$ cat config.mk
export PLATFORM = sky130hd
export DESIGN_NAME = icm_divider
export DESIGN_NICKNAME = d
export VERILOG_FILES = /design/src/design/icm_pkg.sv /design/src/design/icm_divider.sv
export VERILOG_INCLUDE_DIRS = /design/src /design/src/design
export SDC_FILE = /design/constraint.sdc
export NUM_CORES = 1
export LEC_CHECK = 0
export BUFFER_PORTS_ARGS = -buffer_cell sky130_fd_sc_hd__buf_2
export CAP_MARGIN = 0
export CORE_UTILIZATION = 45
export CTS_CLUSTER_DIAMETER = 80
export DETAILED_ROUTE_END_ITERATION = 6
export GPL_TIMING_DRIVEN = 0
export SYNTH_ARGS = -nofsm -noshare
export SYNTH_HDL_FRONTEND = slang
export SYNTH_SLANG_ARGS = --single-unit
$ cat constraint.sdc
create_clock -name clk -period 5.1 [get_ports clk]
set_clock_uncertainty 0.05 [all_clocks]
set_input_delay 0.51 -clock clk [delete_from_list [all_inputs] [get_ports clk]]
set_output_delay 0.51 -clock clk [all_outputs]
set_load 0.02 [all_outputs]
$ cat src/design/iteration_count_colormap_assert.svh
// Assertion macros shared by the colormap pipeline modules.
`ifndef ITERATION_COUNT_COLORMAP_ASSERT_SVH
`define ITERATION_COUNT_COLORMAP_ASSERT_SVH

// When pre holds at a clock edge, post must hold at the same edge.
`define ASSERT_IMPLIES(label, clk, rst_n, pre, post, msg) \
    label: assert property (@(posedge clk) disable iff (!rst_n) (pre) |-> (post)) \
        else $error(msg);

// cond must never hold at a clock edge outside reset.
`define ASSERT_NEVER(label, clk, rst_n, cond, msg) \
    label: assert property (@(posedge clk) disable iff (!rst_n) !(cond)) \
        else $error(msg);

`endif

$ cat src/design/icm_pkg.sv
// Shared constants, types and helper functions of the iteration count colormap.
package icm_pkg;

    localparam int COUNT_BITS    = 16;
    localparam int FRACTION_BITS = 24;
    localparam int CFG_BITS      = 16;

    localparam int T_BITS   = FRACTION_BITS + 1;
    localparam int REM_BITS = COUNT_BITS + 1;

    localparam int DIV_STEP   = 2;
    localparam int DIV_STAGES = (FRACTION_BITS + DIV_STEP - 1) / DIV_STEP;

    localparam logic [T_BITS-1:0] UNIT = T_BITS'(1) << FRACTION_BITS;

    localparam int SCALE_BITS = 13;
    localparam logic [SCALE_BITS-1:0] RED_SCALE   = SCALE_BITS'(9 * 255);
    localparam logic [SCALE_BITS-1:0] GREEN_SCALE = SCALE_BITS'(15 * 255);
    localparam logic [SCALE_BITS-1:0] BLUE_SCALE  = SCALE_BITS'(17 * 255);

    localparam int REG_INDEX_BITS = 1;
    localparam logic [REG_INDEX_BITS-1:0] REG_MAX_ITERATIONS = 1'd0;
    localparam logic [REG_INDEX_BITS-1:0] REG_COLOR_MODE     = 1'd1;

    localparam logic [CFG_BITS-1:0] MAX_ITERATIONS_RESET = CFG_BITS'(255);

    localparam logic MODE_LINEAR = 1'b0;
    localparam logic MODE_SMOOTH = 1'b1;

    // Partial division: remainder and quotient bits built so far.
    typedef struct packed {
        logic                valid;
        logic [REM_BITS-1:0] rem;
        logic [T_BITS-1:0]   quot;
    } icm_div_t;

    // Normalized count leaving the divider.
    typedef struct packed {
        logic              valid;
        logic [T_BITS-1:0] t;
    } icm_frac_t;

    // One finished color.
    typedef struct packed {
        logic       valid;
        logic [7:0] red;
        logic [7:0] green;
        logic [7:0] blue;
    } icm_rgb_t;

    // Fractional product of two Q1.FRACTION_BITS values no larger than one.
    function automatic logic [T_BITS-1:0] frac_mul(logic [T_BITS-1:0] a,
                                                   logic [T_BITS-1:0] b);
        logic [2*T_BITS-1:0] p;
        p = {{T_BITS{1'b0}}, a} * {{T_BITS{1'b0}}, b};
        return p[FRACTION_BITS +: T_BITS];
    endfunction

    // Scale a fraction to a byte, saturating at full intensity.
    function automatic logic [7:0] scale_chan(logic [T_BITS-1:0]     p,
                                              logic [SCALE_BITS-1:0] k,
                                              int                    shift);
        logic [T_BITS+SCALE_BITS-1:0] prod;
        logic [T_BITS+SCALE_BITS-1:0] sh;
        prod = {{SCALE_BITS{1'b0}}, p} * {{T_BITS{1'b0}}, k};
        sh   = prod >> shift;
        if (sh > (T_BITS+SCALE_BITS)'(255))
            return 8'hFF;
        return sh[7:0];
    endfunction

endpackage

$ cat src/design/icm_divider.sv
// Pipelined restoring divider forming the fraction bits of count / limit.
`include "iteration_count_colormap_assert.svh"

module icm_divider
    import icm_pkg::*;
(
    input  logic                  clk,
    input  logic                  rst_n,
    input  logic [COUNT_BITS-1:0] lim,
    input  icm_div_t              div_in,
    output icm_frac_t             frac_out
);

    // Advance one stage: DIV_STEP quotient bits, starting at fraction bit base.
    function automatic icm_div_t div_step(icm_div_t d, logic [COUNT_BITS-1:0] l, int base);
        logic [REM_BITS-1:0] r;
        logic [REM_BITS-1:0] r2;
        logic [REM_BITS-1:0] le;
        logic [T_BITS-1:0]   q;
        icm_div_t            res;
        r  = d.rem;
        q  = d.quot;
        le = {1'b0, l};
        for (int k = 0; k < DIV_STEP; k++)
        begin
            if (base + k < FRACTION_BITS)
            begin
                r2 = {r[REM_BITS-2:0], 1'b0};
                if (r2 >= le)
                begin
                    r = r2 - le;
                    q[FRACTION_BITS-1-(base+k)] = 1'b1;
                end
                else
                begin
                    r = r2;
                end
            end
        end
        res.valid = d.valid;
        res.rem   = r;
        res.quot  = q;
        return res;
    endfunction

    icm_div_t            stage_in   [DIV_STAGES];
    icm_div_t            stage_next [DIV_STAGES];
    logic                valid_reg  [DIV_STAGES];
    logic [REM_BITS-1:0] rem_reg    [DIV_STAGES];
    logic [T_BITS-1:0]   quot_reg   [DIV_STAGES];

    for (genvar s = 0; s < DIV_STAGES; s++)
    begin : g_stage
        if (s == 0)
        begin : g_first
            assign stage_in[s] = div_in;
        end
        else
        begin : g_rest
            assign stage_in[s].valid = valid_reg[s-1];
            assign stage_in[s].rem   = rem_reg[s-1];
            assign stage_in[s].quot  = quot_reg[s-1];
        end

        assign stage_next[s] = div_step(stage_in[s], lim, s * DIV_STEP);

        always_ff @(posedge clk or negedge rst_n)
        begin
            if (!rst_n)
                valid_reg[s] <= 1'b0;
            else
                valid_reg[s] <= stage_next[s].valid;
        end

        always_ff @(posedge clk)
        begin
            rem_reg[s]  <= stage_next[s].rem;
            quot_reg[s] <= stage_next[s].quot;
        end
    end

    assign frac_out.valid = valid_reg[DIV_STAGES-1];
    assign frac_out.t     = quot_reg[DIV_STAGES-1];

    `ASSERT_IMPLIES(a_rem_below_lim, clk, rst_n, valid_reg[DIV_STAGES-1],
        rem_reg[DIV_STAGES-1] < {1'b0, lim}, "divider remainder not below limit")
    `ASSERT_IMPLIES(a_full_scale_exact, clk, rst_n,
        valid_reg[DIV_STAGES-1] && quot_reg[DIV_STAGES-1][FRACTION_BITS],
        rem_reg[DIV_STAGES-1] == '0, "full-scale quotient left a remainder")
    `ASSERT_IMPLIES(a_frac_range, clk, rst_n, frac_out.valid, frac_out.t <= UNIT,
        "normalized count above one")

endmodule

; Word level (Yosys, flattened, before mapping)
; Memories as Yosys holds them, arrays and structs flattened.
; Cells that the tools add are included.
[op_classes]
add_sub_neg = 24
magnitude_cmp = 24
muxes = 48
[ops]
columns = op, count
row1 = 17-bit by 16-bit >= comparator with 1-bit output, 24
row2 = 17-bit two-way mux, 12
row3 = 17-bit by 16-bit subtractor with 17-bit output, 12
row4 = 16-bit two-way mux, 12
row5 = 16-bit subtractor, 12
row6 = 1-bit two-way mux, 24
[word_totals]
regBits = 12
ramBits = 504
input_bits = 61
word_cells = 110
n_memories = 2
[memory_table]
columns = name, depth, width, rd, rd_ports_with_merged_regs, write_ports, line
row1 = quot_reg, 12, 25, 12, 0, 12, icm_divider.sv:50  ; logic [T_BITS-1:0] quot_reg [DIV_STAGES];
row2 = rem_reg, 12, 17, 11, 0, 12, icm_divider.sv:49  ; logic [REM_BITS-1:0] rem_reg [DIV_STAGES];

; Longest topological paths before layout
; Gate-level depths: netlist (run 1).
; An unclocked memory read counts as a cell.
[logic_depth]
depth_word = 5
depth_mapped = 26

; Worst setup path before layout (run 1)
; No wires, ideal clock.
[synth_path]
kind = input port to flip-flop
start = input lim[0]
end = memory rem_reg[10][10] (netlist name)
arrival_time_ns = 6.466
required_ns = 4.929
path_slack_ns = -1.537
cell_stages = 21
n_path_buf = 6
path_cell_list = buf_2 > buf_2 > inv_1 > clkbuf_1 > clkbuf_1 > ha_1 > nand4_1 > o41a_1 > a31oi_2 > clkbuf_1 > mux2_2 > ha_1 > a21oi_1 > a21oi_1 > o31ai_1 > a21oi_1 > a221oi_1 > a21oi_1 > a211oi_2 > buf_2 > mux2_2
[synth_lines]
columns = element, line
row1 = "start, declared", icm_divider.sv:9  ; input logic [COUNT_BITS-1:0] lim,
row2 = "end, declared", icm_divider.sv:49

==> impl_metrics.csv, run 1 <==
group,metric,value,unit
final_layout,nNetsFinal,4035,
drt,vias_per_cell,5.70,
drt,via_count,25700,
setup_path,crit_required,5560,ps
clock_network,cts_num_sinks,488,
sta,hold_viol,0,
synthesis,postSynth.asyncResetShare,2.46,%
run_status,status,"complete, no violations",
synthesis,synth.area.top_cells,"dfxtp_1 31%, ha_1 15%, mux2_2 7.7%, xnor2_1 5.5%, a21oi_1 4.3%",
setup_path,slowest_delay,390,ps
sta,tightest_slew,1140,ps
final_layout,diodes,0,
setup_path,crit_family,"compound AO/OA/AOI/OAI gates",
sta,max_slew_margin,23.8,%
final_layout,drive_gt1_share,21.1,%
synthesis,yosysTopAreaCell,"dfxtp_1",
global_routing,grt-ovfl-total,0,
synthesis,syn_area_per_cell,9.13,µm²
clock_network,clkTransAtPathRegs,60,ps
setup_path,worst_setup_path_end_kind,"flip-flop",
final_layout,n_fill_cell,5937,
setup_path,path_max_fanout,10,
placed_design,dp_hpwl,60.9,mm
clock_network,clockBufferDepth,3,
sta,period_minus_slack,4950,ps
clock_network,cts_tree,"done",
final_layout,largest_reg_flops,300,
final_layout,seq_area,0.00983,mm²
die,initial_core_util,45.5,%
clock_network,cts-htree-levels,2,
global_routing,grt_max_degree,25,
placed_design,io_buffers,85,
die,die_area,0.0690,mm²
drt,route.detailed.drc,0,
drt,ant_nets,0,
sta,slew_viol_final,0,
global_routing,grt_pass1_wl,132,mm
setup_path,crit_slowest_cell,"o311a_1",
die,die_y,263,µm
synthesis,ys_seq_area_share,32.2,%
global_routing,antenna_found_initial,0,
clock_network,root_buffer,"clkbuf_16",
synthesis,synth_edf_count,0,
sta,setup_viol_count_final,0,
synthesis,synthCells,3349,
sta,max_freq,202,MHz
global_routing,grt.total_usage,23.8,%
global_routing,grt_pass1_vias,25000,
die,core_area,0.0672,mm²
placed_design,gp_congestion,0.908,
synthesis,ys_warn_count,0,
drt,routed_wl,84.6,mm
clock_network,cts_made_buffers,56,
setup_path,crit_type,"input port to flip-flop",
setup_path,crit_buf_inv,8,
setup_path,crit_arrival,5410,ps
drt,wl_per_cell,18.8,µm
die,io_pins,87,
final_layout,area_delta_synth_final,20.8,%
drt,first_iter_violations,1505,
synthesis,synth_cell_type_count,89,
sta,post-route-period-util,97.0,%
synthesis,synth_area,0.0306,mm²
sta,holdWs,246,ps
hold_path,hold_class,"input port to async pin",
synthesis,yosysTopAreaCellShare,31.2,%
die,die_w,263,µm
setup_path,critical_path.startpoint_type,"input port",
clock_network,clock_latency,630,ps
synthesis,syn_nets,3794,
synthesis,ys_ff_latch,488,
die,num_rows,95,
flow_run,max-cap-violations,0,
synthesis,ys.flop_type,"dfxtp_1",
final_layout,multi_input_area,0.0214,mm²
drt,firstDrtPassIters,5,
final timing paths:
path | from | end | slack [ps] | cells after the start
min in group clk | quot_reg[2][56] | quot_reg[2][81] | 260 | 0
worst max-delay path | lim[0] | rem_reg[1][3] | 150 | 25
worst min register to register | quot_reg[2][56] | quot_reg[2][81] | 260 | 0
worst max register to register | rem_reg[6][0] | rem_reg[7][14] | 180 | 21
max in group asynchronous | rst_n | stage_in[343] | 4540 | 2
worst min-delay path | rst_n | stage_in[85] | 250 | 2
per-stage QoR:
step                setup slack, ps  util (%)  instances  cell area [µm²]  setup TNS, ps
finish                          153      55.0       4510            36900              0
floorplan                      -619         -       3349            31900         -52620
detailed placement            -2750      50.1       4318            33700        -373840
global route                  -13.0      55.0       4510            36900          -33.8
global placement              -2710      49.8       4307            33400        -358680
CTS                            19.6      54.1       4472            36300              0
cell type report:
type / instances / area share [%]
Buffer: 89 / 2.23
Clock buffer: 72 / 4.20
Clock inverter: 33 / 1.03
Inverter: 85 / 0.969
Multi-Input combinational cell: 2686 / 57.9
Sequential cell: 488 / 26.6
Tap cell: 873 / 2.96
Timing Repair Buffer: 183 / 4.07
Timing Repair inverter: 1 / 0.0203
layer usage:
layer / wire length, µm / up-vias / track usage [%]
met1: 40300 / 12300 / 31.9
li1: - / 12700 / -
met5: 0 / - / 0
met4: 2450 / 0 / 7.74
met3: 3910 / 150 / 3.30
met2: 38000 / 581 / 39.3
kinds of logic (layout without fill, tap and decap cells):
family | Yosys count | count (layout) | synth area share, %
compound gates | 924 | 924 | 19.4
xor+xnor | 267 | 267 | 7.65
fa+ha+maj | 384 | 384 | 16.0
buf+inv | 175 | 463 | 2.60
flops | 488 | 488 | 32.2
mux | 227 | 227 | 8.42
simple gates | 884 | 884 | 13.8
Yosys cell counts (15+ instances only):
| master | count |
|---|---|
| o211ai_1 | 17 |
| nor2_1 | 305 |
| or2_2 | 22 |
| o21a_1 | 77 |
| a21oi_1 | 264 |
| nand2b_1 | 50 |
| inv_1 | 85 |
| or3_1 | 18 |
| nor4_1 | 15 |
| xor2_1 | 75 |
| o31a_1 | 20 |
| nand4_1 | 51 |
| buf_4 | 30 |
| ha_1 | 372 |
| and2_1 | 26 |
| o21bai_1 | 33 |
| nand3_1 | 46 |
| o31ai_1 | 22 |
| xnor2_1 | 192 |
| nor3_1 | 88 |
| dfxtp_1 | 476 |
| a31oi_1 | 21 |
| a21o_1 | 101 |
| clkbuf_1 | 43 |
| nor2b_1 | 40 |
| nand2_1 | 183 |
| o21ai_0 | 214 |
| a211oi_1 | 27 |
| mux2_2 | 209 |
repair_timing:
action                                 in CTS  in global routing
resized for setup                          58                 73
endpoints found under the hold margin      38                  0
setup endpoints to repair                 188                166
hold buffers                               27                  0
setup buffers                              20                 38
pin swaps                                  14                 19
gates cloned                                2                  1
worst register-to-register path, delay by kind of cell, from the launching register on:
family                   cells  cell delay (ps)
multiplexers                 1              320
adder cells (fa/ha/maj)      2              510
AND/OR/NAND/NOR              4              690
buffers and inverters        4              680
flip-flops                   1              340
AO/OA/AOI/OAI               10             2200
cells in the final DEF (no fill, tap or decap), types with 17 or more instances in the layout:
cell,synthesis,routed
a31oi_1,21,18
o21a_1,77,77
a21oi_1,264,233
dfxtp_1,476,474
inv_1,85,69
nor3_1,88,81
mux2_4,8,66
nand2b_1,50,49
nand2_1,183,181
o31a_1,20,20
a21o_1,101,101
ha_1,372,337
mux2_2,209,151
or3_1,18,18
a211oi_1,27,20
xor2_1,75,75
buf_12,0,21
nor2b_1,40,30
o21bai_1,33,33
clkbuf_8,0,23
xnor2_1,192,192
buf_2,14,85
nand3_1,46,45
o21ai_0,214,177
nand4_1,51,51
nor2_1,305,298
or2_2,22,20
a21oi_2,3,27
buf_4,30,79
and2_1,26,25
clkbuf_16,0,59
ha_4,0,32
clkbuf_1,43,20
dlygate4sd3_1,0,27
o21ai_1,12,34
o211ai_1,17,17
Power of run 1 is not shown: default switching activity piles up to over one toggle a cycle in this logic, so the estimate is an artifact.
==> run 2: changes to the inputs <==
clock period = 4.3 ns   (was 5.1 ns; I/O delays follow)
==> run 2 against run 1 <==
The run now ends with setup timing left. Hold slack lost 81 ps. Setup slack lost 640 ps. Register-to-register slack lost 660 ps. Final area grew 15%. Cell count grew 6.9%. Flip-flop and latch count is the same. Critical path depth shrank 6. Largest cell class unchanged.
==> impl_metrics.csv, run 2 (synthesis gave the netlist of run 1 again) <==
group,metric,value,unit
global_routing,grt_pass1_vias,27500,
final_layout,n_fill_cell,5324,
setup_path,ff2ff_path_depth,19,
sta,setup_viol_count_final,176,
setup_path,crit_slowest_cell,"o41a_1",
sta,holdWs,165,ps
setup_path,critical_path.startpoint_type,"flip-flop",
global_routing,grt_pass1_wl,148,mm
clock_network,clkTransAtPathRegs,60,ps
drt,ant_nets,0,
setup_path,crit_family,"compound AO/OA/AOI/OAI gates",
setup_path,crit_buf_inv,2,
sta,post-route-period-util,111,%
placed_design,dp_hpwl,61.7,mm
sta,rsz0062_at_grt,"true",
setup_path,crit_chain,"ha_4 -> nor2b_4 -> o31a_1 -> o41a_1 -> nor3_2 -> o31ai_2 -> or3_4 -> clkbuf_16 -> mux2_4 -> ha_4 -> a21oi_2 -> o21ai_2 -> a221o_1 -> nor2_2 -> o21ai_2 -> a211oi_2 -> o211ai_4 -> buf_8 -> mux2_4",
die,die_w,263,µm
final_layout,final_common_cell,"dfxtp_1",
final_layout,largest_reg_flops,300,
drt,via_count,27700,
sta,period_minus_slack,4780,ps
final_layout,drive_gt1_share,34.8,%
setup_path,r2r-start,"rem_reg[6][0]",
drt,routed_wl,96.0,mm
clock_network,clockBufferDepth,3,
drt,firstDrtPassIters,5,
clock_network,cts-htree-levels,2,
drt,wl_per_cell,19.9,µm
global_routing,antenna_found_initial,3,
sta,slew_viol_final,0,
run_status,status,"finished with violations",
sta,max_freq,209,MHz
drt,first_iter_violations,1851,
global_routing,grt.total_usage,26.6,%
sta,max_slew_margin,16.5,%
die,io_pins,87,
clock_network,clock_latency,620,ps
global_routing,grt-ovfl-total,0,
setup_path,r2r-end,"rem_reg[7][14]",
die,core_area,0.0672,mm²
drt,route.detailed.drc,0,
setup_path,path_max_fanout,5,
final_layout,nNetsFinal,4352,
hold_path,hold_class,"input port to async pin",
die,initial_core_util,45.5,%
die,die_area,0.0690,mm²
setup_path,crit_required,4750,ps
sta,tightest_slew,1250,ps
flow_run,max-cap-violations,0,
clock_network,cts_tree,"done",
clock_network,cts_num_sinks,488,
setup_path,worst_setup_path_end_kind,"flip-flop",
setup_path,crit_type,"flip-flop to flip-flop",
global_routing,grt_max_degree,25,
setup_path,slowest_delay,440,ps
setup_path,crit_arrival,5240,ps
final_layout,final_cell_mix,"463 x dfxtp_1, 338 x buf_4, 280 x nor2_1",
sta,setup_slack,-484,ps
die,die_y,263,µm
run_status,violations,"setup timing",
placed_design,gp_congestion,0.891,
setup_path,rrSetupSlack,-480,ps
clock_network,root_buffer,"clkbuf_16",
sta,hold_viol,0,
clock_network,cts_made_buffers,55,
final_layout,area_delta_synth_final,38.8,%
placed_design,io_buffers,85,
drt,vias_per_cell,5.74,
die,num_rows,95,
==> run 2: layout make-up <==
type / count / area (µm²) / share of cell area, %
repair buffers: 521 / 4570 / 10.8
diodes: 1 / 2.50 / 0.00590
multi-input cells: 2686 / 23800 / 56.0
repair inverters: 1 / 7.51 / 0.0177
plain buffers: 69 / 850 / 2.00
flip-flops and latches: 488 / 9870 / 23.3
clock buffers: 71 / 1550 / 3.65
inverters: 85 / 388 / 0.914
clock inverters: 28 / 330 / 0.778
well taps: 873 / 1090 / 2.57
==> run 2: timing repair <==
action	4_1_cts	5_1_grt
gates cloned	14	3
pin swaps	186	163
hold buffers	27	0
hold endpoints to repair	38	0
setup buffers	288	110
endpoints found under the setup margin	188	188
resized for setup	472	280
==> run 2: worst max-delay path by stage <==
stage / startpoint / slack (ps) / to / depth (start not counted)
after floorplan: lim[1] / -1340 / rem_reg[7][10] / 22
after global placement: lim[1] / -3140 / rem_reg[5][9] / 22
after detailed placement: lim[1] / -3210 / rem_reg[5][9] / 22
after CTS: rem_reg[6][0] / -450 / rem_reg[7][13] / 20
after global routing: rem_reg[6][0] / -640 / rem_reg[7][8] / 19
final: rem_reg[6][0] / -480 / rem_reg[7][14] / 19
==> run 2: metal layers <==
layer	GRT usage [%]	share of wire, %
met4	10.1	4.3
met1	34.3	44
met3	3.35	5.4
met2	45.0	46
met5	0	0.017
==> run 2: per-stage QoR <==
step / setup WS (ps) / area (µm²) / utilization [%] / instances / TNS, ps
after global placement: -3140 / 33500 / 49.8 / 4307 / -475950
final: -484 / 42400 / 63.2 / 4823 / -35430
after CTS: -452 / 40600 / 60.4 / 4732 / -27870
after detailed placement: -3210 / 33700 / 50.2 / 4319 / -484150
after floorplan: -1340 / 31900 / - / 3349 / -185800
after global routing: -638 / 42400 / 63.2 / 4823 / -59380
Power of run 2 is left out for the same reason.
==> run 3: changes to the inputs <==
clock period = 5.97 ns   (was 4.3 ns; I/O delays follow)
==> run 3 against run 2 <==
The run now ends clean. First-iteration DRC count fell by 19%. Clock-buffer cell count is 1 lower. Setup slack improved by 780 ps. Global-route usage down 4.1 points. Register-to-register slack better by 1100 ps. Highest routed layer is now met4.
==> impl_metrics.csv, run 3 (synthesis gave the netlist of run 1 again) <==
group,metric,value,unit
hold_path,hold_class,"input port to flip-flop",
setup_path,ff2ff_path_depth,18,
global_routing,antenna_found_initial,0,
setup_path,r2r-end,"rem_reg[1][14]",
setup_path,worst_setup_path_end_kind,"flip-flop",
global_routing,grt_pass1_wl,125,mm
die,num_rows,95,
placed_design,dp_hpwl,55.4,mm
sta,tightest_slew,1310,ps
clock_network,root_buffer,"clkbuf_16",
placed_design,gp_congestion,0.873,
die,die_y,263,µm
clock_network,cts_tree,"done",
drt,routed_wl,79.0,mm
setup_path,r2r-start,"rem_reg[0][0]",
drt,via_count,24800,
drt,ant_nets,0,
run_status,status,"complete, no violations",
drt,firstDrtPassIters,5,
sta,max_slew_margin,12.7,%
global_routing,grt-ovfl-total,0,
placed_design,io_buffers,85,
hold_path,holdPathStages,1,
clock_network,clkTransAtPathRegs,60,ps
final_layout,final_util,52.1,%
clock_network,clockBufferDepth,3,
setup_path,path_max_fanout,17,
global_routing,grt_pass1_vias,23700,
clock_network,cts_made_buffers,56,
die,io_pins,87,
setup_path,crit_required,6420,ps
die,initial_core_util,45.5,%
sta,post-route-period-util,95.0,%
drt,vias_per_cell,5.56,
final_layout,final_common_cell,"dfxtp_1",
clock_network,cts-htree-levels,2,
sta,period_minus_slack,5670,ps
clock_network,clock_latency,610,ps
drt,wl_per_cell,17.7,µm
setup_path,crit_arrival,6120,ps
sta,slew_viol_final,0,
global_routing,grt.total_usage,22.5,%
final_layout,nNetsFinal,3993,
die,core_area,0.0672,mm²
final_layout,area_delta_synth_final,14.4,%
flow_run,max-cap-violations,0,
sta,setup_tns,0,ps
setup_path,rrSetupSlack,640,ps
hold_path,whs_endpoint,"quot_reg[0][7]",
setup_path,critical_path.startpoint_type,"input port",
final_layout,drive_gt1_share,16.8,%
die,die_w,263,µm
setup_path,crit_type,"input port to flip-flop",
clock_network,cts_num_sinks,488,
hold_path,hp-start,"div_in[7]",
sta,max_freq,176,MHz
sta,hold_viol,0,
final_layout,final_cell_mix,"476 x dfxtp_1, 372 x ha_1, 303 x nor2_1",
global_routing,grt_max_degree,25,
drt,route.detailed.drc,0,
final_layout,largest_reg_flops,300,
drt,first_iter_violations,1492,
sta,setup_viol_count_final,0,
die,die_area,0.0690,mm²
## run 3: changes by cell type in the layout (fill, tap and decap cells not counted), sizes merged
| cell | previous run | this run |
|---|---|---|
| buf | 539 | 171 |
| bufinv | 5 | 7 |
| clkbuf | 95 | 115 |
| clkinv | 11 | 12 |
| clkinvlp | 5 | 11 |
| dlygate4sd3 | 27 | 12 |
| inv | 93 | 91 |
## run 3: final cells by class
class	count	area, µm²
fillers	6311	32200
multi-input cells	2686	20100
flip-flops and latches	488	9830
clock buffers	70	1520
well taps	873	1090
repair buffers	141	1070
plain buffers	87	554
clock inverters	33	422
inverters	85	338
repair inverters	3	17.5
diodes	1	2.50
## run 3: repair_timing
action                                  in CTS  in global routing
endpoints found under the setup margin     187                160
hold buffers                                12                  0
pin swaps                                    3                  7
hold endpoints to repair                    23                  0
gates resized for setup                     43                 53
cloned                                       4                  0
setup buffers                               16                 18
## run 3: metrics by stage
step	std cells	cell area (µm²)	worst slack [ps]	hold WS [ps]
floorplan	3349	30600	45.2	251
global placement	4307	32100	-2220	260
detailed placement	4316	32300	-2240	262
CTS	4449	34700	6.33	0.0663
global route	4466	35000	-10.9	10.2
finish	4467	35000	297	28.3
## run 3: per-layer routing
layer | vias up | global-route usage [%] | routed length, µm
met4 | 0 | 7.04 | 2320
met3 | 132 | 3.15 | 3860
li1 | 12600 | - | -
met2 | 568 | 37.1 | 35600
met5 | - | 0 | 0
met1 | 11500 | 30.3 | 37300
## run 3: how the worst max path moves through the flow
stage | from | end | slack [ps] | depth (start not counted)
after floorplan | lim[1] | quot_reg[0][22] | 50 | 21
after global placement | lim[0] | rem_reg[1][12] | -2220 | 25
after detailed placement | lim[0] | rem_reg[1][14] | -2240 | 25
after CTS | lim[0] | rem_reg[3][12] | 6 | 23
after global routing | lim[10] | rem_reg[4][8] | -10 | 24
final | lim[0] | rem_reg[1][14] | 300 | 24
## run 3: worst max-delay path: stages
cell and delay, ps:
buf_2 190, buf_6 200, buf_4 200, inv_1 100, buf_6 210, clkbuf_16 250, ha_1 150, and4_1 210
nand2_1 80, nor3_1 200, and3b_1 210, o211a_1 190, nor2_4 230, clkbuf_4 250, mux2_2 360, ha_1 330
o21a_1 150, o21a_1 180, o41ai_1 640, o311ai_0 340, a21o_1 250, a21oi_1 190, xnor2_1 90, mux2_2 270
Power of run 3 is left out for the same reason.
